### src/sv/rbis_pkg.sv
// ---------------------------------------------------------------------------
// rbis_pkg
// Shared constants and the state type for the run boundary index set.
// ---------------------------------------------------------------------------
package rbis_pkg;

	localparam int MAX_BOUNDS_DEF = 64;
	localparam int POS_BITS_DEF   = 16;
	localparam int ORD_W          = 16;
	localparam int FUNC_W         = 3;

	localparam logic [FUNC_W-1:0] FN_SET_RANGE = 3'd0;
	localparam logic [FUNC_W-1:0] FN_CLR_RANGE = 3'd1;
	localparam logic [FUNC_W-1:0] FN_CLR_ALL   = 3'd2;
	localparam logic [FUNC_W-1:0] FN_CONTAINS  = 3'd3;
	localparam logic [FUNC_W-1:0] FN_RANK      = 3'd4;
	localparam logic [FUNC_W-1:0] FN_SELECT    = 3'd5;
	localparam logic [FUNC_W-1:0] FN_COUNT     = 3'd6;

	typedef enum logic [3:0] {
		ST_IDLE = 4'b0001,
		ST_SCAN = 4'b0010,
		ST_INS  = 4'b0100,
		ST_FIN  = 4'b1000
	} state_t;

endpackage

### src/sv/rbis_bank_mem.sv
// ---------------------------------------------------------------------------
// rbis_bank_mem
// Two-bank boundary store, one write and one registered read per cycle.
// ---------------------------------------------------------------------------
module rbis_bank_mem #(
	parameter int AW = 6,
	parameter int DW = 17
) (
	input  logic          clk,
	input  logic          we,
	input  logic [AW:0]   waddr,
	input  logic [DW-1:0] wdata,
	input  logic [AW:0]   raddr,
	output logic [DW-1:0] rdata
);

	logic [DW-1:0] mem_q [2**(AW+1)];

	always_ff @(posedge clk) begin
		if (we) begin
			mem_q[waddr] <= wdata;
		end
		rdata <= mem_q[raddr];
	end

endmodule

### src/sv/run_boundary_index_set_core.sv
// ---------------------------------------------------------------------------
// run_boundary_index_set_core
// Position set held as sorted run boundaries in a ping-pong memory.
//
// Usage: drive func and its operands with start high while busy is low; the
// word is taken at that edge. One result word follows, shown for exactly one
// cycle with done high; the receiver cannot stall it.
// Every scanning operation (range set/clear, contains, rank, select, count)
// walks the active bank one boundary per cycle, reading one entry a cycle.
// A range update copies surviving boundaries into the other bank and flips
// banks on success; the bank is left alone on overflow.
// Queries pass through SCAN and FIN, range updates through SCAN, INS and FIN;
// clear all, unused codes and reversed ranges go straight to FIN. The next
// word is taken in the cycle done is shown.
// Reset: empty set (one boundary), busy low. No memory clearing pass.
// ---------------------------------------------------------------------------
module run_boundary_index_set_core #(
	parameter int MAX_BOUNDS = rbis_pkg::MAX_BOUNDS_DEF,
	parameter int POS_BITS   = rbis_pkg::POS_BITS_DEF
) (
	input  logic                        clk,
	input  logic                        arst_n,
	input  logic                        start,
	output logic                        busy,
	input  logic [rbis_pkg::FUNC_W-1:0] func,
	input  logic [POS_BITS-1:0]         range_first,
	input  logic [POS_BITS-1:0]         range_last,
	input  logic [POS_BITS-1:0]         position,
	input  logic [rbis_pkg::ORD_W-1:0]  ordinal,
	output logic                        done,
	output logic [POS_BITS:0]           answer,
	output logic                        hit,
	output logic                        overflow,
	output logic                        set_empty
);

	import rbis_pkg::*;

	localparam int AW  = $clog2(MAX_BOUNDS);
	localparam int CW  = $clog2(MAX_BOUNDS + 1);
	localparam int WPW = $clog2(MAX_BOUNDS + 4);
	localparam int W   = POS_BITS + 1;
	localparam int RW  = (W > ORD_W) ? W : ORD_W + 1;
	localparam logic [W-1:0]   LIMIT = {1'b1, {POS_BITS{1'b0}}};
	localparam logic [WPW-1:0] WP_MAX = WPW'(MAX_BOUNDS);

	state_t state_q;
	logic [CW-1:0] cnt_q;
	logic frm_q, bank_q;
	logic [FUNC_W-1:0] func_q;
	logic mark_q, v_q;
	logic [W-1:0] f_q, fm1_q, l1_q, pos_q;
	logic [CW-1:0] k_q;
	logic [W-1:0] s_q, ans_q, lastb_q;
	logic par_q, found_q, memhit_q, over_q, fins_q, lins_q;
	logic [RW-1:0] acc_q, rem_q;
	logic [WPW-1:0] wp_q;
	logic [AW-1:0] fslot_q, lslot_q;
	logic done_q, hit_q, ovf_q, empty_q;
	logic [W-1:0] answer_q;

	logic [W-1:0] rdata, e_w, len, wdata;
	logic [AW:0] raddr, waddr;
	logic we;
	logic last, m, in_pos, f_in, l_in, f_need, l_need, copy, add_en;
	logic [W-1:0] add_val;
	logic [WPW-1:0] wp_a, wp_b, wp_c;
	logic [RW-1:0] len_r;
	logic [CW-1:0] cnt_n;
	logic [W-1:0] ans_n;
	logic accept, is_mark, is_query;

	rbis_bank_mem #(.AW(AW), .DW(W)) u_mem (
		.clk(clk), .we(we), .waddr(waddr), .wdata(wdata),
		.raddr(raddr), .rdata(rdata)
	);

	assign busy   = (state_q != ST_IDLE);
	assign accept = start && !busy;
	assign is_mark = (func inside {FN_SET_RANGE, FN_CLR_RANGE}) && (range_first <= range_last);
	assign is_query = func inside {FN_CONTAINS, FN_RANK, FN_SELECT, FN_COUNT};

	assign raddr = {bank_q, (state_q == ST_SCAN) ? AW'(k_q + 1'b1) : AW'(1)};

	always_comb begin
		last    = (k_q == cnt_q);
		e_w     = last ? LIMIT : rdata;
		m       = frm_q ^ par_q;
		len     = e_w - s_q;
		len_r   = RW'(len);
		in_pos  = (pos_q >= s_q) && (pos_q < e_w);
		f_in    = (f_q != '0) && (fm1_q >= s_q) && (fm1_q < e_w);
		l_in    = (l1_q >= s_q) && (l1_q < e_w);
		f_need  = mark_q && f_in && (m != v_q);
		l_need  = mark_q && ((l_in && (m != v_q)) || (last && (l1_q == LIMIT) && v_q));
		copy    = mark_q && !last && ((rdata < f_q) || (rdata > l1_q));
		wp_a    = wp_q + WPW'(f_need);
		wp_b    = wp_a + WPW'(l_need);
		wp_c    = wp_b + WPW'(copy);
		add_en  = m && ((func_q == FN_COUNT) || ((func_q == FN_RANK) && (pos_q >= s_q)));
		add_val = ((func_q == FN_RANK) && (pos_q < e_w)) ? (pos_q - s_q) : len;
	end

	always_comb begin
		we    = 1'b0;
		waddr = {~bank_q, wp_b[AW-1:0]};
		wdata = rdata;
		case (state_q)
			ST_SCAN: begin
				we = copy && (wp_b < WP_MAX);
			end
			ST_INS: begin
				we    = fins_q && !over_q;
				waddr = {~bank_q, fslot_q};
				wdata = f_q;
			end
			ST_FIN: begin
				we    = mark_q && lins_q && !over_q;
				waddr = {~bank_q, lslot_q};
				wdata = l1_q;
			end
			default: begin
				we = 1'b0;
			end
		endcase
	end

	always_comb begin
		cnt_n = cnt_q;
		if (mark_q && !over_q) begin
			cnt_n = wp_q[CW-1:0];
		end else if (func_q == FN_CLR_ALL) begin
			cnt_n = CW'(1);
		end
		ans_n = '0;
		case (func_q)
			FN_RANK:   ans_n = memhit_q ? acc_q[W-1:0] : '0;
			FN_SELECT: ans_n = found_q ? ans_q : ((cnt_q > CW'(1)) ? lastb_q - 1'b1 : '0);
			FN_COUNT:  ans_n = acc_q[W-1:0];
			default:   ans_n = '0;
		endcase
	end

	always_ff @(posedge clk or negedge arst_n) begin
		if (!arst_n) begin
			state_q <= ST_IDLE;
			cnt_q   <= CW'(1);
			frm_q   <= 1'b0;
			bank_q  <= 1'b0;
			done_q  <= 1'b0;
		end else begin
			done_q <= 1'b0;
			case (state_q)
				ST_IDLE: begin
					if (accept) begin
						state_q <= (is_mark || is_query) ? ST_SCAN : ST_FIN;
					end
				end
				ST_SCAN: begin
					if (last) begin
						state_q <= mark_q ? ST_INS : ST_FIN;
					end
				end
				ST_INS: begin
					state_q <= ST_FIN;
				end
				ST_FIN: begin
					state_q <= ST_IDLE;
					done_q  <= 1'b1;
					cnt_q   <= cnt_n;
					if (mark_q && !over_q) begin
						bank_q <= ~bank_q;
						if (f_q == '0) begin
							frm_q <= v_q;
						end
					end else if (func_q == FN_CLR_ALL) begin
						frm_q <= 1'b0;
					end
				end
				default: begin
					state_q <= ST_IDLE;
				end
			endcase
		end
	end

	always_ff @(posedge clk) begin
		if (accept) begin
			func_q   <= func;
			mark_q   <= is_mark;
			v_q      <= (func == FN_SET_RANGE);
			f_q      <= W'(range_first);
			fm1_q    <= W'(range_first) - 1'b1;
			l1_q     <= W'(range_last) + 1'b1;
			pos_q    <= W'(position);
			k_q      <= CW'(1);
			s_q      <= '0;
			par_q    <= 1'b0;
			acc_q    <= '0;
			rem_q    <= RW'(ordinal);
			found_q  <= 1'b0;
			ans_q    <= '0;
			lastb_q  <= '0;
			memhit_q <= 1'b0;
			wp_q     <= WPW'(1);
			over_q   <= 1'b0;
			fins_q   <= 1'b0;
			lins_q   <= 1'b0;
			fslot_q  <= '0;
			lslot_q  <= '0;
		end else if (state_q == ST_SCAN) begin
			k_q   <= k_q + 1'b1;
			s_q   <= e_w;
			par_q <= ~par_q;
			if (!last) begin
				lastb_q <= rdata;
			end
			if (in_pos) begin
				memhit_q <= m;
			end
			if (add_en) begin
				acc_q <= acc_q + RW'(add_val);
			end
			if (m && !found_q) begin
				if (rem_q < len_r) begin
					found_q <= 1'b1;
					ans_q   <= s_q + rem_q[W-1:0];
				end else begin
					rem_q <= rem_q - len_r;
				end
			end
			if (f_need) begin
				fins_q  <= 1'b1;
				fslot_q <= wp_q[AW-1:0];
			end
			if (l_need) begin
				lins_q  <= 1'b1;
				lslot_q <= wp_a[AW-1:0];
			end
			wp_q <= wp_c;
			if (wp_c > WP_MAX) begin
				over_q <= 1'b1;
			end
		end
		if (state_q == ST_FIN) begin
			answer_q <= ans_n;
			hit_q    <= (func_q inside {FN_CONTAINS, FN_RANK}) ? memhit_q
				: ((func_q == FN_SELECT) && found_q);
			ovf_q    <= mark_q && over_q;
			empty_q  <= (cnt_n <= CW'(1));
		end
	end

	assign done      = done_q;
	assign answer    = answer_q;
	assign hit       = hit_q;
	assign overflow  = ovf_q;
	assign set_empty = empty_q;

endmodule
### config.mk
export PLATFORM = sky130hd
export DESIGN_NAME = run_boundary_index_set_core
export DESIGN_NICKNAME = d
export VERILOG_FILES = /design/src/sv/rbis_pkg.sv /design/src/sv/rbis_bank_mem.sv /design/src/sv/run_boundary_index_set_core.sv
export SDC_FILE = /design/constraint.sdc
export NUM_CORES = 2
export LEC_CHECK = 0
export BUFFER_PORTS_ARGS = -buffer_cell sky130_fd_sc_hd__buf_2
export CELL_PAD_IN_SITES_DETAIL_PLACEMENT = 1
export CELL_PAD_IN_SITES_GLOBAL_PLACEMENT = 1
export CORE_UTILIZATION = 46
export CTS_CLUSTER_DIAMETER = 40
export DETAILED_ROUTE_END_ITERATION = 8
export PLACE_DENSITY_LB_ADDON = 0.1
export SYNTH_ARGS = -nofsm -noshare
export SYNTH_HDL_FRONTEND = slang
export SYNTH_SLANG_ARGS = --single-unit
### constraint.sdc
create_clock -name clk -period 7.8 [get_ports clk]
set_input_delay 1.17 -clock clk [delete_from_list [all_inputs] [get_ports clk]]
set_output_delay 1.17 -clock clk [all_outputs]
set_load 0.01 [all_outputs]
==> flow_summary_export.csv <==
group,metric,value,unit
clock_tree,path_clk_slew,0.05,ns
pwr,p_per_area,431,mW/mm^2
timing,worstMarginPinSlew,1.49,ns
timing,hold_viol,0,
cells_and_area,layout.cells.non_filler,12279,
logic_synthesis,async_flop_share,0.580,%
critical_path,cpPeakStageDelay,0.55,ns
global_routing,overflow,0,
logic_synthesis,synth_seq_area_share,68.1,%
route,wirelength,358,mm
logic_synthesis,synth-seq-cells,2415,
critical_path,worstPathArrival,8.11,ns
route,drt-wirelength-per-cell,29.1,um
critical_path,cp.buffers_inverters,2,
logic_synthesis,ys_types,66,
pwr,leakagePower,42.3,nW
logic_synthesis,synth_edf_count,2283,
die,ios,92,
clock_tree,cts_root_buffer,"clkbuf_16",
clock_tree,clkLatencyLatePin,0.99,ns
clock_tree,cts_made_buffers,389,
clock_tree,clock-sinks,2415,
cells_and_area,multi_input_comb_area,0.0310,mm^2
logic_synthesis,synth_area,0.105,mm^2
critical_path,worstSetupStartpointType,"register",
logic_synthesis,yosys_warnings,0,
critical_path,critPathLaunch,"cnt_q[4]$_DFFE_PN0P_",
outcome,status,"finished with violations",
critical_path,crit_slowest_cell,"a2111oi_1",
critical_path,crit_top_cell,"ha_1",
place,dp_hpwl,217,mm
place,dp_cells,11571,
timing,skew,0.0824,ns
timing,period_share,95.9,%
timing,setup_viol,0,
timing,rsz0062_at_grt,"true",
cells_and_area,final_util,54.4,%
clock_tree,cts_tree,"done",
route,dr.pass1.iters,5,
pwr,p_total,52.8,mW
run,cap_violations,1,
critical_path,cp_top_family,"compound AO/OA/AOI/OAI gates",
cells_and_area,num-nets-final,9265,
die,initial_utilization,46.4,%
timing,drv_slew,0,
critical_path,crit_path_end_kind,"register",
route,vias,74515,
global_routing,grt_max_degree,228,
place,dpl_cell_area,0.109,mm^2
cells_and_area,fillers,22819,
logic_synthesis,syn_nets,9100,
global_routing,grt_pass1_vias,75919,
timing,period_minus_slack,7.48,ns
timing,fin_hold_ws,0.213,ns
logic_synthesis,synth-main-ff-cell,"edfxtp_1",
place,gp_congestion,0.912,
die,rows,174,
critical_path,required,8.43,ns
clock_tree,htree_num_levels,5,
die,die_x,479,um
route,ant_nets,0,
route,dr.first_iter.drc_count,7728,
critical_path,reg2reg_from,"cnt_q[4]$_DFFE_PN0P_",
route,vias_per_cell,6.07,
timing,slew_headroom,0.173,%
global_routing,grtUsageTotal,30.7,%
clock_tree,clockBufferDepth,4,
critical_path,path_class,"register to register",
pwr,vdd_drop_max,0.429,mV
cells_and_area,final_cell_mix,"edfxtp_1 (2283), nand2_1 (1842), nor2_1 (774), nand3_1 (594), a21oi_1 (566)",
timing,fmax,0.134,GHz
cells_and_area,regArea,0.0713,mm^2
critical_path,critPathMaxFanout,18,
critical_path,crit_chain,"xor2_1 > nor4_1 > nand4_1 > buf_4 > nand2_1 > ha_1 > a21o_1 > a2111oi_1 > o211ai_1 > a211oi_2 > ha_1 > ha_1 > ha_1 > a21o_1 > a22o_1 > a21oi_1 > xnor2_2 > a211oi_1 > o21ai_0 > and2_1 > nand2_1 > nor2_1 > buf_4",
die,fp.dieH,479,um
cells_and_area,design_area,0.123,mm^2
timing,setup_ws,0.321,ns
cells_and_area,final_common_cell,"edfxtp_1",
cells_and_area,area_delta_synth_final,17.1,%
die,core-area,0.226,mm^2
clock_tree,cts_setup_buffers,0,
die,dieArea,0.229,mm^2
logic_synthesis,avgSynthCellArea,11.9,um^2
global_routing,grt_pass1_wl,519,mm
timing,setup_tns,0,ns
place,port_buffers,91,
outcome,violations,"max-capacitance violations",
logic_synthesis,netlist_instances,8805,
global_routing,antenna_found_initial,19,
cells_and_area,drive_gt1_share,12.0,%
place,pre_cts_ws,-0.178,ns
clock_tree,postCtsResizedCells,2,
route,drc,0,
min_path,hold_class,"primary input to asynchronous set/reset pin",
clock_tree,hold_buffers,0,
[layer usage]
metal	track usage [%]	routed length (um)	vias up	part of all wire (%)
li1	-	-	32943	-
met1	41.9	152000	38244	42
met2	49.4	169000	2634	47
met3	4.47	22000	682	6.1
met4	12.7	15100	12	4.2
met5	0	89	-	0.025
[path summary, 6_finish.rpt]
check | slack, ns | cells after the start | end
max reg2reg | 0.32 | 23 | u_mem.mem_q[93][1]$_DFFE_PP_
max in group asynchronous | 7.20 | 1 | state_q[0]$_DFFE_PN1P_
min | 0.21 | 1 | done$_DFF_PN0_
max | 0.32 | 23 | u_mem.mem_q[93][1]$_DFFE_PP_
min reg2reg | 0.47 | 2 | ans_q[4]$_SDFFE_PP0P_
min in group clk | 0.41 | 1 | pos_q[12]$_DFFE_PP_
[cell usage after synthesis, types with 5 or more instances]
master     instances  area (um^2)
nand3b_1           5         37.5
nor4_1            25          156
and2_1            14         87.6
and3_1            12         75.1
o21a_1            33          248
mux2i_1           27          270
dfrtp_1           12          300
inv_1            137          514
nor3_1            42          210
a21oi_1          567         2840
nand3_1          598         2990
o21ai_0           91          455
o221ai_1          19          166
buf_2             91          455
a22oi_1           36          270
edfxtp_1        2283        68600
a2111oi_0          8         70.1
or4_1              5         37.5
a22o_1            24          210
o22ai_1            5         31.3
ha_1             220         2750
a311oi_1         138         1210
a31o_2             5         43.8
nor2_1           825         3100
nand2b_1          22          138
a221oi_1          19          166
a21o_1            42          315
o21bai_1           9         67.6
nor2b_1           18          113
o211ai_1         556         4170
fa_1               5          100
o31ai_1            5         37.5
nand2_1         1864         7000
nand4_1           26          163
or3_1              6         37.5
dfxtp_1          118         2360
a31oi_1          142          888
buf_1             84          315
a211oi_1          58          435
xor2_1            56          490
o41ai_1            5         43.8
clkbuf_1         413         1550
xnor2_1           87          762
[registers in the layout (all words and copies together), names as in the netlist, 3 cells and up]
name	flops
state_q	4
cnt_q	7
fslot_q	6
answer	17
acc_q	17
func_q	3
f_q	16
u_mem.mem_q	2176
lslot_q	6
u_mem.rdata	17
k_q	7
fm1_q	17
ans_q	17
lastb_q	17
pos_q	16
wp_q	7
rem_q	17
s_q	17
l1_q	17
[final cells by class]
cell class                      instances  area share (%)
Clock inverter                        271            2.57
Timing Repair Buffer                  364            2.34
Inverter                              138           0.426
Tap cell                             2992            3.05
Sequential cell                      2415            58.1
Antenna cell                           10          0.0204
Multi-Input combinational cell       5662            25.3
Clock buffer                          427            8.19
[where the power goes]
part	switching, mW	total [mW]	internal [mW]
logic	13.1	18.0	4.84
clock network	6.41	17.5	11.1
registers	0.414	17.4	17.0
total	20.0	52.8	32.9
[cell families (layout without fill, tap and decap cells)]
logic type | after synthesis | after routing | share of synthesized area [%]
AND/OR/NAND/NOR | 3480 | 3480 | 13.7
flip-flops | 2415 | 2415 | 68.1
AO/OA/AOI/OAI | 1787 | 1787 | 11.4
buffers and inverters | 728 | 1200 | 2.73
adder cells (fa/ha/maj) | 225 | 225 | 2.72
XOR/XNOR | 143 | 143 | 1.20
multiplexers | 27 | 27 | 0.258
other | 0 | 10 | 0
Power figures use the tool's default switching activity.
